## src/design/rer_pkg.sv

```systemverilog
// Shared types and constants for the rail event recorder.
// No dependencies; imported by rer_counter_bank and rail_event_recorder.
package rer_pkg;

  // Rails handled by the block; the rail fields are a fixed six bits wide.
  localparam int unsigned RAIL_COUNT = 6;
  localparam int unsigned FIELD_W    = 6;
  localparam int unsigned CNT_W      = 16;
  localparam int unsigned KIND_COUNT = 4;
  localparam int unsigned KIND_W     = 2;
  localparam int unsigned RAIL_SEL_W = 3;
  localparam int unsigned RAIL_IDX_W = (RAIL_COUNT > 1) ? $clog2(RAIL_COUNT) : 1;

  localparam logic [FIELD_W-1:0] RAIL_MASK = FIELD_W'((64'd1 << RAIL_COUNT) - 64'd1);

  typedef enum logic [KIND_W-1:0] {
    CNT_BOOTS        = 2'd0,
    CNT_SHUTDOWNS    = 2'd1,
    CNT_OVERCURRENTS = 2'd2,
    CNT_OC_ENDS      = 2'd3
  } rer_kind_e;

  typedef enum logic {
    OP_SAMPLE = 1'b0,
    OP_READ   = 1'b1
  } rer_op_e;

  // Input transfer, last field (opcode) in the lowest bits.
  typedef struct packed {
    logic [KIND_W-1:0]     counter_select;
    logic [RAIL_SEL_W-1:0] rail_index;
    logic [FIELD_W-1:0]    trip_flags;
    logic [FIELD_W-1:0]    pin_state;
    logic [FIELD_W-1:0]    rail_direction;
    logic                  opcode;
  } rer_in_t;

  // Result transfer, padded to three bytes.
  typedef struct packed {
    logic                  pad;
    logic                  recorded;
    logic [FIELD_W-1:0]    overcurrent_irq;
    logic [CNT_W-1:0]      read_value;
  } rer_out_t;

  // Per-kind rail masks of counters to bump this cycle.
  typedef struct packed {
    logic [FIELD_W-1:0] oc_ends;
    logic [FIELD_W-1:0] overcurrents;
    logic [FIELD_W-1:0] shutdowns;
    logic [FIELD_W-1:0] boots;
  } rer_bump_t;

endpackage

```

## src/design/rer_counter_bank.sv

```systemverilog
// Event counter bank: four wrapping counters per rail, with one read port.
// Depends on rer_pkg.
module rer_counter_bank (
  input  logic                           clk_i,
  input  logic                           rst_ni,
  input  rer_pkg::rer_bump_t             bump_i,
  input  logic [rer_pkg::RAIL_SEL_W-1:0] rd_rail_i,
  input  logic [rer_pkg::KIND_W-1:0]     rd_sel_i,
  output logic [rer_pkg::CNT_W-1:0]      rd_value_o
);
  import rer_pkg::*;

  logic [RAIL_COUNT-1:0][KIND_COUNT-1:0][CNT_W-1:0] cnt_q;
  logic [KIND_COUNT-1:0][RAIL_COUNT-1:0]            hit;

  always_comb begin
    hit[CNT_BOOTS]        = RAIL_COUNT'(bump_i.boots);
    hit[CNT_SHUTDOWNS]    = RAIL_COUNT'(bump_i.shutdowns);
    hit[CNT_OVERCURRENTS] = RAIL_COUNT'(bump_i.overcurrents);
    hit[CNT_OC_ENDS]      = RAIL_COUNT'(bump_i.oc_ends);
  end

  always_ff @(posedge clk_i or negedge rst_ni) begin
    if (!rst_ni) begin
      cnt_q <= '0;
    end else begin
      for (int r = 0; r < RAIL_COUNT; r++) begin
        for (int k = 0; k < KIND_COUNT; k++) begin
          if (hit[k][r]) begin
            cnt_q[r][k] <= cnt_q[r][k] + CNT_W'(1);
          end
        end
      end
    end
  end

  // Out-of-range rails read as zero.
  always_comb begin
    rd_value_o = '0;
    if ({1'b0, rd_rail_i} < (RAIL_SEL_W + 1)'(RAIL_COUNT)) begin
      rd_value_o = cnt_q[rd_rail_i[RAIL_IDX_W-1:0]][rd_sel_i];
    end
  end

endmodule

```

## src/design/rail_event_recorder.sv

```systemverilog
// Rail event recorder top level: stream ports, rail state and result register.
// Depends on rer_pkg and rer_counter_bank.
//
// Records power-rail events for six rails. Each input transfer either samples
// the rails (opcode 0) or reads one of the four 16-bit wrapping counters kept
// per rail (boots, shutdowns, overcurrents, overcurrent ends; opcode 1). Every
// input transfer yields exactly one result transfer, in order. A sample latches
// pin state and trip flags only while some rail is activated (direction bit
// low); it is recorded, bumping the counters and reporting the overcurrent
// interrupt bits, when the latched pins or the activated set changed or the
// latched trip flags are nonzero. A read of a rail index of six or more
// returns zero. Timing: an item is registered on acceptance and moves by one
// pass of logic into the result register when that register is free or being
// drained; the result is offered from the result register. One item is
// accepted per cycle while the output does not stall; the input register keeps
// accepting while a finished result waits, so a stalled output costs only when
// both stages are full.
module rail_event_recorder (
  input  logic        clk_i,
  input  logic        rst_ni,
  input  logic        s_axis_tvalid,
  output logic        s_axis_tready,
  // [0] opcode, [6:1] rail_direction, [12:7] pin_state, [18:13] trip_flags,
  // [21:19] rail_index, [23:22] counter_select
  input  logic [23:0] s_axis_tdata,
  output logic        m_axis_tvalid,
  input  logic        m_axis_tready,
  // [15:0] read_value, [21:16] overcurrent_irq, [22] recorded, [23] zero
  output logic [23:0] m_axis_tdata
);
  import rer_pkg::*;

  // Input register stage.
  logic    in_valid_q;
  rer_in_t in_data_q;
  // Result register stage.
  logic     out_valid_q;
  rer_out_t out_data_q;
  rer_out_t res;

  // Rail history.
  logic [FIELD_W-1:0] prev_on_q, prev_on_d;
  logic [FIELD_W-1:0] prev_active_q, prev_active_d;
  logic [FIELD_W-1:0] held_on_q, held_on_d;
  logic [FIELD_W-1:0] held_flags_q, held_flags_d;

  logic               advance;
  logic               is_sample;
  logic               record;
  logic [FIELD_W-1:0] active;
  logic [FIELD_W-1:0] oc;
  logic [FIELD_W-1:0] ends;
  rer_bump_t          bump;
  logic [CNT_W-1:0]   rd_value;

  // Stage 1 moves on when the result register is free or being drained.
  assign advance       = in_valid_q & (~out_valid_q | m_axis_tready);
  assign s_axis_tready = ~in_valid_q | advance;
  assign m_axis_tvalid = out_valid_q;
  assign m_axis_tdata  = out_data_q;

  always_ff @(posedge clk_i or negedge rst_ni) begin
    if (!rst_ni) begin
      in_valid_q <= 1'b0;
    end else if (s_axis_tready) begin
      in_valid_q <= s_axis_tvalid;
    end
  end

  always_ff @(posedge clk_i) begin
    if (s_axis_tvalid && s_axis_tready) begin
      in_data_q <= rer_in_t'(s_axis_tdata);
    end
  end

  // Sample processing: latch, change detect, event masks.
  always_comb begin
    is_sample = advance & (in_data_q.opcode == OP_SAMPLE);
    active    = ~in_data_q.rail_direction & RAIL_MASK;

    held_on_d    = held_on_q;
    held_flags_d = held_flags_q;
    if (is_sample && (active != '0)) begin
      held_on_d    = in_data_q.pin_state & RAIL_MASK;
      held_flags_d = in_data_q.trip_flags & RAIL_MASK;
    end

    record = is_sample & ((held_on_d != prev_on_q) || (active != prev_active_q) ||
                          (held_flags_d != '0));

    oc   = ((~held_on_d & prev_on_q) | held_flags_d) & RAIL_MASK;
    ends = ((held_on_d & ~prev_on_q) | (held_flags_d & held_on_d)) & RAIL_MASK;

    bump = '0;
    if (record) begin
      bump.boots        = active & ~prev_active_q & RAIL_MASK;
      bump.shutdowns    = ~active & prev_active_q & RAIL_MASK;
      bump.overcurrents = oc;
      bump.oc_ends      = ends;
    end

    prev_on_d     = is_sample ? held_on_d : prev_on_q;
    prev_active_d = is_sample ? active : prev_active_q;
  end

  always_ff @(posedge clk_i or negedge rst_ni) begin
    if (!rst_ni) begin
      prev_on_q     <= '0;
      prev_active_q <= '0;
      held_on_q     <= '0;
      held_flags_q  <= '0;
    end else begin
      prev_on_q     <= prev_on_d;
      prev_active_q <= prev_active_d;
      held_on_q     <= held_on_d;
      held_flags_q  <= held_flags_d;
    end
  end

  rer_counter_bank u_counters (
    .clk_i      (clk_i),
    .rst_ni     (rst_ni),
    .bump_i     (bump),
    .rd_rail_i  (in_data_q.rail_index),
    .rd_sel_i   (in_data_q.counter_select),
    .rd_value_o (rd_value)
  );

  // Result assembly: reads see all earlier samples' updates.
  always_comb begin
    res                 = '0;
    res.read_value      = (in_data_q.opcode == OP_READ) ? rd_value : '0;
    res.overcurrent_irq = record ? oc : '0;
    res.recorded        = record;
  end

  always_ff @(posedge clk_i or negedge rst_ni) begin
    if (!rst_ni) begin
      out_valid_q <= 1'b0;
    end else if (advance) begin
      out_valid_q <= 1'b1;
    end else if (m_axis_tready) begin
      out_valid_q <= 1'b0;
    end
  end

  always_ff @(posedge clk_i) begin
    if (advance) begin
      out_data_q <= res;
    end
  end

endmodule

```

## config.mk

```make
export PLATFORM = sky130hd
export DESIGN_NAME = rail_event_recorder
export DESIGN_NICKNAME = d
export VERILOG_FILES = /design/src/design/rer_pkg.sv /design/src/design/rer_counter_bank.sv /design/src/design/rail_event_recorder.sv
export SDC_FILE = /design/constraint.sdc
export NUM_CORES = 1
export LEC_CHECK = 0
export BUFFER_PORTS_ARGS = -buffer_cell sky130_fd_sc_hd__buf_2
export CAP_MARGIN = 5
export CORE_MARGIN = 2
export CORE_UTILIZATION = 40
export CTS_BUF_LIST = sky130_fd_sc_hd__clkbuf_4 sky130_fd_sc_hd__clkbuf_8
export DETAILED_ROUTE_END_ITERATION = 7
export PLACE_DENSITY = 0.65
export SKIP_CTS_REPAIR_TIMING = 1
export SYNTH_ARGS = -nofsm -noshare
export SYNTH_HDL_FRONTEND = slang
export SYNTH_SLANG_ARGS = --single-unit
```

## constraint.sdc

```tcl
create_clock -name clk_i -period 5.5 [get_ports clk_i]
set_input_delay 0 -clock clk_i [delete_from_list [all_inputs] [get_ports clk_i]]
set_output_delay 0 -clock clk_i [all_outputs]
set_load 0.01 [all_outputs]
```

# ---- Yosys cells after proc, flatten, opt, wreduce, memory -nomap -nowiden
# Index checks and enable logic that the tools add are counted.
dict set report word_totals {
  reg_bits 457
  input_bits 28
  out_inout_bits 26
  wordCells 105
}
dict set report op_classes {
  addsub 24
  magnitude_cmp 3
  eq_ne 2
  n_mux 9
  bitwise_logic 20
  reduce_logical 8
}
# cell n
set ops {}
lappend ops {{16-bit by 1-bit adder with 16-bit output, second input constant} 24}
lappend ops {{64-bit binary-select mux with 3-bit select} 1}
lappend ops {{64-bit 2-to-1 mux} 1}
lappend ops {{16-bit binary-select mux with 2-bit select} 1}
lappend ops {{6-bit AND} 5}
lappend ops {{6-bit inverter} 5}
lappend ops {{24-bit 2-to-1 mux} 1}
lappend ops {{16-bit 2-to-1 mux} 1}
lappend ops {{6-bit 2-to-1 mux} 2}
lappend ops {{6-bit != test} 2}
lappend ops {{6-bit bitwise OR} 2}
lappend ops {{6-bit nonzero test} 2}
lappend ops {{3-bit by 4-bit less-than comparator with 1-bit output, second input constant} 1}
lappend ops {{1-bit AND} 3}
lappend ops {{2-bit by 3-bit less-than comparator with 1-bit output, second input constant} 1}
lappend ops {{3-bit less-than comparator, second input constant} 1}
lappend ops {{1-bit inverter} 3}
lappend ops {{1-bit logical AND} 2}
lappend ops {{1-bit logical OR} 2}
lappend ops {{1-bit 2-to-1 mux} 2}
lappend ops {{1-bit bitwise OR} 2}
lappend ops {{2-bit AND reduction} 1}
lappend ops {{2-bit nonzero test} 1}

# ---- Depth between registers and ports, before layout
# Gate-level depths: netlist (run 1).
dict set report logic_depth {
  depth_word 11
  mapped_depth 17
}

# ---- By module
# A second synthesis (run 1) with hierarchy kept.
dict set report hier_totals {
  cells_unflattened 1907
  area_unflattened_um2 22898.2
}
# mod n_inst cells_per_inst area_each_um2
set by_module_without_submodules {}
lappend by_module_without_submodules {rer_counter_bank 1 1633 19391.1}
lappend by_module_without_submodules {rail_event_recorder 1 274 3507.1}

# ---- Worst setup path after synthesis (run 1)
# No wires, ideal clock.
dict set report synth_path {
  kind {reg-to-reg}
  start {register out_valid_q (netlist: m_axis_tvalid)}
  end {register u_counters.cnt_q[289] (netlist bit)}
  setup_time_ns 0.125
  arrival_ns 3.706
  slack_ns 1.669
  stages_incl_launch_ff 17
  path_buffers 6
  cell_sequence {dfrtp_1 -> nor2b_2 -> or3_1 -> buf_2 -> buf_2 -> nor2_1 -> buf_2 -> mux2i_1 -> inv_1 -> ha_1 -> nand4_1 -> a2111o_1 -> buf_6 -> buf_6 -> o311ai_2 -> buf_6 -> mux2_2}
}
dict set report synth_between {
  elab_chain_len 11
}
# item line
set synth_rtl {}
lappend synth_rtl {{start: declaration} rail_event_recorder.sv:37} ;# logic out_valid_q;
lappend synth_rtl {{start signal: assignment} rail_event_recorder.sv:139} ;# out_valid_q <= 1'b0;
lappend synth_rtl {{start signal: assignment} rail_event_recorder.sv:141} ;# out_valid_q <= 1'b1;
lappend synth_rtl {{start signal: assignment} rail_event_recorder.sv:143} ;# out_valid_q <= 1'b0;
lappend synth_rtl {{1-bit inverter (*)} rail_event_recorder.sv:57} ;# assign advance = in_valid_q & (~out_valid_q | m_axis_tready);
lappend synth_rtl {{1-bit bitwise OR (*)} rail_event_recorder.sv:57}
lappend synth_rtl {{1-bit AND (*)} rail_event_recorder.sv:57}
lappend synth_rtl {{1-bit AND (*)} rail_event_recorder.sv:78} ;# is_sample = advance & (in_data_q.opcode == OP_SAMPLE);
lappend synth_rtl {{1-bit logical AND (*)} rail_event_recorder.sv:83} ;# if (is_sample && (active != '0)) begin
lappend synth_rtl {{6-bit 2-to-1 mux (*)} rail_event_recorder.sv:83}
lappend synth_rtl {{named net held_on_d[4]} rail_event_recorder.sv:44} ;# logic [FIELD_W-1:0] held_on_q, held_on_d;
lappend synth_rtl {{6-bit != test} rail_event_recorder.sv:88} ;# record = is_sample & ((held_on_d != prev_on_q) || (active != prev_active_q) ||
lappend synth_rtl {{1-bit logical OR (2 in a row)} rail_event_recorder.sv:88}
lappend synth_rtl {{1-bit AND} rail_event_recorder.sv:88}
lappend synth_rtl {{24-bit 2-to-1 mux (*)} rail_event_recorder.sv:95} ;# if (record) begin
lappend synth_rtl {{end signal: indexed assignment} rer_counter_bank.sv:30} ;# cnt_q[r][k] <= cnt_q[r][k] + CNT_W'(1);
lappend synth_rtl {{end: declaration} rer_counter_bank.sv:13} ;# logic [RAIL_COUNT-1:0][KIND_COUNT-1:0][CNT_W-1:0] cnt_q;
# The timed path passes the listed nets; every way through them passes the cells marked *.
# A chain may end at the register's enable or synchronous reset.

# ---- Worst setup path in the final report (run 1)
dict set report layout_path {
  start {register out_valid_q (netlist: m_axis_tvalid)}
  end {register u_counters.cnt_q[236] (netlist bit)}
}
dict set report layout_between {
  elab_chain_len 11
}
# item line
set layout_rtl {}
lappend layout_rtl {{1-bit inverter} rail_event_recorder.sv:57}
lappend layout_rtl {{1-bit bitwise OR} rail_event_recorder.sv:57}
lappend layout_rtl {{1-bit AND} rail_event_recorder.sv:57}
lappend layout_rtl {{1-bit AND} rail_event_recorder.sv:78}
lappend layout_rtl {{1-bit logical AND} rail_event_recorder.sv:83}
lappend layout_rtl {{6-bit 2-to-1 mux} rail_event_recorder.sv:83}
lappend layout_rtl {{named net held_on_d[1]} rail_event_recorder.sv:44}
lappend layout_rtl {{6-bit != test} rail_event_recorder.sv:88}
lappend layout_rtl {{1-bit logical OR (2 in a row)} rail_event_recorder.sv:88}
lappend layout_rtl {{1-bit AND} rail_event_recorder.sv:88}
lappend layout_rtl {{24-bit 2-to-1 mux} rail_event_recorder.sv:95}
# The timed path passes the listed nets, and every way through them passes these cells.

==> results of run 1 <==
-- routing by layer --
metal,GRT usage [%],vias up,wire length (µm)
met2,32.73,677,29290
met4,8.146,0,2187
met5,0,-,0
met3,4.333,128,4817
li1,-,7688,-
met1,29.86,8531,27300
-- layout make-up --
class / instances / area [µm²]
diodes: 1 / 2.502
clock buffers: 125 / 1539
clock inverters: 20 / 173.9
fillers: 5242 / 31360
inverters: 71 / 266.5
multi-input cells: 1487 / 11060
flip-flops and latches: 457 / 11670
well taps: 765 / 957.2
repair buffers: 105 / 779.5
-- power by group --
group	internal [µW]	switching (µW)	total (µW)
logic	857	1040	1890
clock network	1880	1470	3360
registers	3950	743	4690
total	6680	3250	9940
-- state kept, by name, summed over array words and instances (netlist names) --
register	flops
held_flags_q	6
held_on_q	6
in_data_q	24
in_valid_q	1
m_axis_tdata	23
m_axis_tvalid	1
prev_active_q	6
prev_on_q	6
u_counters.cnt_q	384
-- through the flow --
step	cells	power, µW	area, µm²	hold slack (ns)
2_1_floorplan	2098	5802	23400	-0.2956
3_3_place_gp	2856	6512	24440	0.1290
3_5_place_dp	2856	6593	24440	0.1326
4_1_cts	3001	9978	26150	-0.6073
5_1_grt	3030	10430	26450	0.005403
6_report	3031	9939	26450	-0.05770
-- cell usage after synthesis (4+ instances only) --
cell type / count
or3_1: 5
nand4_1: 95
buf_1: 5
and2_1: 5
a221oi_1: 6
mux4_2: 76
xnor2_1: 217
buf_4: 4
and4_1: 19
and3_1: 80
clkbuf_1: 36
o21ai_0: 28
inv_2: 4
nor4_2: 4
mux2_2: 20
o311ai_2: 4
buf_2: 29
or2_2: 4
a21oi_1: 29
buf_6: 9
inv_1: 67
nand3_1: 129
xor2_1: 143
o211ai_1: 13
edfxtp_1: 47
nor2_1: 134
mux2i_1: 24
nand3_2: 5
nand2_1: 195
o22ai_1: 26
nor4_1: 32
ha_1: 48
nor3_1: 106
dfrtp_1: 410
-- cells by family (layout without fill, tap and decap cells) --
logic type | count (synthesis) | in the layout | synth area share [%]
buffers and inverters | 154 | 321 | 2.979
AND/OR/NAND/NOR | 826 | 826 | 17.82
XOR/XNOR | 360 | 360 | 13.48
adder cells (fa/ha/maj) | 48 | 48 | 2.567
flip-flops | 457 | 457 | 49.88
other | 1 | 2 | 0.01603
multiplexers | 123 | 123 | 9.497
AO/OA/AOI/OAI | 129 | 129 | 3.759
-- worst min path at each step --
stage / from / endpoint / slack, ns / depth (start not counted)
2_1_floorplan: rst_ni / held_flags_q[0] / -0.30 / 0
3_3_place_gp: rst_ni / u_counters.cnt_q[50] / 0.13 / 1
3_5_place_dp: rst_ni / u_counters.cnt_q[50] / 0.13 / 1
4_1_cts: rst_ni / u_counters.cnt_q[50] / -0.61 / 1
5_1_grt: s_axis_tdata[18] / in_data_q[18] / 0.005 / 2
6_report: rst_ni / u_counters.cnt_q[50] / -0.06 / 2
-- worst reg2reg max path, stage by stage, from the launching register on --
cell      delay (ns)
dfrtp_1         0.38
nor2b_2         0.20
or3_1           0.34
nor2_1          0.84
mux2i_1         0.37
inv_1           0.10
ha_1            0.30
nand4_1         0.19
a2111o_1        0.45
buf_4           0.33
nand3_1         0.31
inv_1           0.43
nand4_1         0.20
xnor2_1         0.16
-- cells in the final DEF (no fill, tap or decap), types with 80 or more instances in the layout --
master and instances:
xor2_1 143, clkbuf_8 96, nand4_1 95, nor3_1 106, dfrtp_1 410, xnor2_1 217, nand2_1 195, nor2_1 133
nand3_1 129, and3_1 80
==> summary.md, run 1 <==
| Metric | Value |
|---|---|
| Outcome | complete, but fails checks |
| Violated checks | negative hold slack |
| Post-layout minimum cycle time | 4.713 ns |
| Setup crit end | u_counters.cnt_q[236] |
| Lkg Pwr | 0.01121 µW |
| Worst slew margin | 21.98% |
| Crit share post-route | 85.69% |
| DR iter-0 viols | 1,615 |
| # IOs | 54 |
| Nets | 2,277 |
| Worst Setup End Kind | register |
| Max VDD drop | 0.0002688 V |
| DRC violations left | 0 |
| DRT Pass-1 Iters | 5 |
| DIE AREA | 60,440 µm² |
| Syn Nets | 2,174 |
| Area share of the largest cell type after synthesis | 43.85% |
| Worst-path cell chain | nor2b_2 > or3_1 > nor2_1 > mux2i_1 > inv_1 > ha_1 > nand4_1 > a2111o_1 > buf_4 > nand3_1 > inv_1 > nand4_1 > xnor2_1 |
| Synth Flop Type | dfrtp_1 |
| Syn_area_per_cell | 11.15 µm² |
| Final GP Congestion | 0.9026 |
| Crit-path leading delay family | simple AND/OR/NAND/NOR gates |
| Count of state elements after synthesis | 457 |
| Final hold vios | 14 |
| Final Core Density | 45.75% |
| Post-DR wirelength/cell | 20.98 µm |
| Fmax | 0.2122 GHz |
| Via density | 5.617 |
| Setup tns final | 0 ns |
| CTS tree | done |
| CP Data Arrival Time | 5.28 ns |
| Crit path largest cell delay | 0.84 ns |
| Slack of the critical path | 0.7868 ns |
| Worst hold slack | -0.05770 ns |
| GRT Residual Overflow | 0 |
| Pwr Density | 375.8 nW/µm² |
| Asr flop ratio synth | 89.72% |
| Total track usage | 21.37% |
| Clock Skew | 0.03663 ns |
| Initial antenna violation count | 1 |
| Crit start category | register |
| Sequential area share after synthesis | 49.88% |
| Reg2reg end | u_counters.cnt_q[236] |
| Layout cells sized above 1 | 15.58% |
| R2R Setup Slk | 0.79 ns |
| Dominant cell type by area after synthesis | dfrtp_1 |
| Core box area | 57,810 µm² |
| Worst endpoint required time | 6.07 ns |
| Yosys warning count | 0 |
| First-pass GRT wire length | 98,970 µm |
| RSZ-0062 raised after global routing | false |
| Detailed placer's ending HPWL | 45,820 µm |
| CTS Sinks | 457 |
| Worst-margin pin slew | 1.170 ns |
| Final Setup Violations | 0 |
| Starting Density | 40.48% |
| Die Y | 245.9 µm |
| Routed via count | 17,020 |
| Netlist cell types | 59 |
| Worst Hold Class | in2async |
| Clock H-tree levels | 3 |
| Gate Count Post-Synth | 2,098 |
| Slew Viols, Final | 0 |
| WP depth | 13 |
| Final ANT Viol Nets | 0 |
| Maximum fanout along the worst path | 14 |
| Setup WS pre-CTS | 0.8012 ns |
| Crit Reg-Reg Startpoint | m_axis_tvalid |
| FP Rows | 88 |
| Largest net degree at the start of global routing | 185 |
| Root Buffer | clkbuf_8 |
| CP max stage cell | nor2_1 |
| FF-to-FF path depth | 13 |
| Max_cap viols | 0 |
| Worst-case clock buffer depth | 3 |
| Vias in the first global route | 16,550 |
| Syn-to-layout area delta | 13.04% |
| Post-synth EDFFs | 47 |
| Synth area leaders | dfrtp_1 44%, xnor2_1 8.1%, mux4_2 7.3% |
| Die X | 245.9 µm |
| Buffers added on ports | 52 |
| Crit path buf inv count | 3 |
| Post-Route WL | 63,590 µm |
| Crit path from | m_axis_tvalid |
| Cell Area, Synth | 23,400 µm² |
| TritonCTS Buffers | 79 |
| Crit path kind | reg2reg |
| Worst skew pair latency | 0.69 ns |
| Worst-path clk slew | 0.06 ns |
Note: power is estimated with default switching activity, not from simulation.
==> run 2: changes to the inputs <==
Settings changed: SYNTH_HIERARCHICAL set to 1.
==> summary.md, run 2 <==
| Metric | Value |
|---|---|
| Worst Hold Class | in2async |
| First-pass GRT wire length | 89,190 µm |
| Gate Count Post-Synth | 1,907 |
| GRT Residual Overflow | 0 |
| Reg2reg end | u_counters/cnt_q[317] |
| Count leader, synth | dfrtp_1 |
| Final ANT Viol Nets | 0 |
| Detailed placer's ending HPWL | 39,600 µm |
| Area share of the largest cell type after synthesis | 44.81% |
| Pwr Density | 342.1 nW/µm² |
| Post-layout minimum cycle time | 4.929 ns |
| Core box area | 56,500 µm² |
| DIE AREA | 59,180 µm² |
| Via density | 5.448 |
| Crit path kind | reg2reg |
| Final hold vios | 3 |
| Worst-margin pin slew | 1.332 ns |
| Setup crit end | u_counters/cnt_q[317] |
| Synth Flop Type | dfrtp_1 |
| Commonest cells in the netlist | 410 x dfrtp_1, 238 x xnor2_1, 154 x nand2_1, 122 x xor2_1, 101 x nand3_1 |
| Violated checks | negative hold slack |
| TritonCTS Buffers | 80 |
| Count of state elements after synthesis | 457 |
| Buffers added on ports | 52 |
| Most flops, register | u_counters/cnt_q |
| Lkg Pwr | 0.01169 µW |
| RSZ-0062 raised after global routing | false |
| Maximum fanout along the worst path | 19 |
| CTS tree | done |
| Largest net degree at the start of global routing | 130 |
| Worst slew margin | 10.77% |
| Fmax | 0.2029 GHz |
| Syn_area_per_cell | 12.01 µm² |
| Worst-path cell chain | or3_2 > nand2b_1 > buf_4 > mux2_2 > ha_1 > nand4_1 > a2111oi_4 > buf_4 > nor3_1 > nand4_1 > nor4_1 > nand3_1 > xnor2_1 |
| Max VDD drop | 0.0001682 V |
| Nets | 2,106 |
| Crit share post-route | 89.62% |
| DR iter-0 viols | 1,280 |
| DRC violations left | 0 |
| Power, Total | 8900 µW |
| Outcome | complete, but fails checks |
| Dominant cell type by area after synthesis | dfrtp_1 |
| Post-DR wirelength/cell | 19.71 µm |
| Cell Area, Synth | 22,900 µm² |
| Setup tns final | 0 ns |
| Starting Density | 40.53% |
| Final Core Density | 46.05% |
| Post-synth EDFFs | 47 |
| Crit start category | register |
| Crit Reg-Reg Startpoint | in_data_q[0] |
| Die X | 243.3 µm |
| DRT Pass-1 Iters | 7 |
| Sequential area share after synthesis | 50.97% |
| Most frequent cells in the layout | 410 x dfrtp_1, 238 x xnor2_1, 154 x nand2_1, 122 x xor2_1, 102 x clkbuf_8 |
| CP Data Arrival Time | 5.46 ns |
| Netlist cell types | 50 |
| Syn-to-layout area delta | 13.61% |
| Routed via count | 15,530 |
| Worst skew pair latency | 0.68 ns |
| Die Y | 243.3 µm |
| Worst-case clock buffer depth | 3 |
| Worst-path clk slew | 0.06 ns |
| Asr flop ratio synth | 89.72% |
| Syn Nets | 1,983 |
| Layout cells sized above 1 | 15.00% |
| Vias in the first global route | 15,430 |
| Crit path from | in_data_q[0] |
| R2R Setup Slk | 0.57 ns |
| Final GP Congestion | 0.8621 |
| Total track usage | 19.22% |
| Initial antenna violation count | 1 |
| Most frequent standard cell in the layout excluding fill and tap cells | dfrtp_1 |
| FF-to-FF path depth | 13 |
| Clock Skew | 0.03622 ns |
| FP Rows | 87 |
| Clock H-tree levels | 3 |
| Worst endpoint required time | 6.04 ns |
| Post-Route WL | 56,170 µm |
| Slew Viols, Final | 0 |
| Final Setup Violations | 0 |
| # IOs | 54 |
| Worst Setup End Kind | register |
| Worst hold slack | -0.006213 ns |
| Yosys warning count | 6 |
| Crit path largest cell delay | 0.65 ns |
| Synth area leaders | dfrtp_1 45%, xnor2_1 9.1%, edfxtp_1 6.2% |
| CP max stage cell | edfxtp_1 |
| CTS Sinks | 457 |
| Largest register FFs | 384 |
| Root Buffer | clkbuf_8 |
| Max_cap viols | 0 |
-- run 2: cell count changes after synthesis, sizes merged, moves of 26 or more --
cell,change
inv,-39
mux2i,+54
nand2,-41
nand3,-33
nor2,-71
nor3,-62
o22ai,-26
-- run 2: worst max-delay path, delay by kind of cell, from the launching register on --
| family | cells | cell delay (ns) |
|---|---|---|
| flops | 1 | 0.65 |
| fa+ha+maj | 1 | 0.28 |
| simple gates | 7 | 2.81 |
| xor+xnor | 1 | 0.15 |
| buf+inv | 2 | 0.53 |
| mux | 1 | 0.29 |
| compound gates | 1 | 0.05 |
-- run 2: area by class of cell --
cell class,count,area [µm²]
Fill cell,5116,30480
Sequential cell,457,11670
Multi-Input combinational cell,1351,10690
Clock buffer,121,1546
Tap cell,756,945.9
Timing Repair Buffer,108,820.8
Clock inverter,24,215.2
Inverter,32,120.1
Antenna cell,1,2.502
-- run 2: worst min-delay path by stage --
stage / start / slack, ns / cells after the start / to
2_1_floorplan: rst_ni / -0.30 / 0 / held_flags_q[0]
3_3_place_gp: rst_ni / 0.03 / 1 / u_counters/cnt_q[81]
3_5_place_dp: rst_ni / 0.03 / 1 / u_counters/cnt_q[81]
4_1_cts: rst_ni / -0.70 / 1 / held_flags_q[1]
5_1_grt: s_axis_tdata[1] / 0.005 / 2 / in_data_q[1]
6_report: rst_ni / -0.006 / 3 / u_counters/cnt_q[80]
-- run 2: through the flow --
step                cells  worst slack (ns)  instance area, µm²
floorplan            1907             1.434               22900
global placement     2674            0.7910               23930
detailed placement   2674            0.6168               23930
CTS                  2819            0.5550               25690
global route         2849            0.2115               26010
finish               2850            0.5707               26010
-- run 2: report_power, final --
part / switching (µW) / leakage (µW) / internal [µW] / total, µW
registers: 512 / 0.00596 / 3810 / 4320
clock network: 1450 / 0.000927 / 1950 / 3390
logic: 584 / 0.00481 / 598 / 1180
-- run 2: cells by family (layout without fill, tap and decap cells) --
| group | after synthesis | after routing | share of synthesized area (%) |
|---|---|---|---|
| adders and majority gates | 48 | 48 | 2.623 |
| DFF | 457 | 457 | 50.97 |
| and+or+nand+nor | 623 | 623 | 14.20 |
| xor gates and xnor gates | 360 | 360 | 13.77 |
| other | 1 | 2 | 0.01638 |
| AOI/OAI and AO/OA | 139 | 139 | 4.295 |
| muxes | 180 | 180 | 11.74 |
| buffers and inverters | 99 | 285 | 2.388 |
-- run 2: per-layer routing --
metal	track usage (%)	part of all wire, %
met1	27.66	47
met2	29.18	45
met3	3.668	5.0
met4	6.406	2.6
met5	0	0
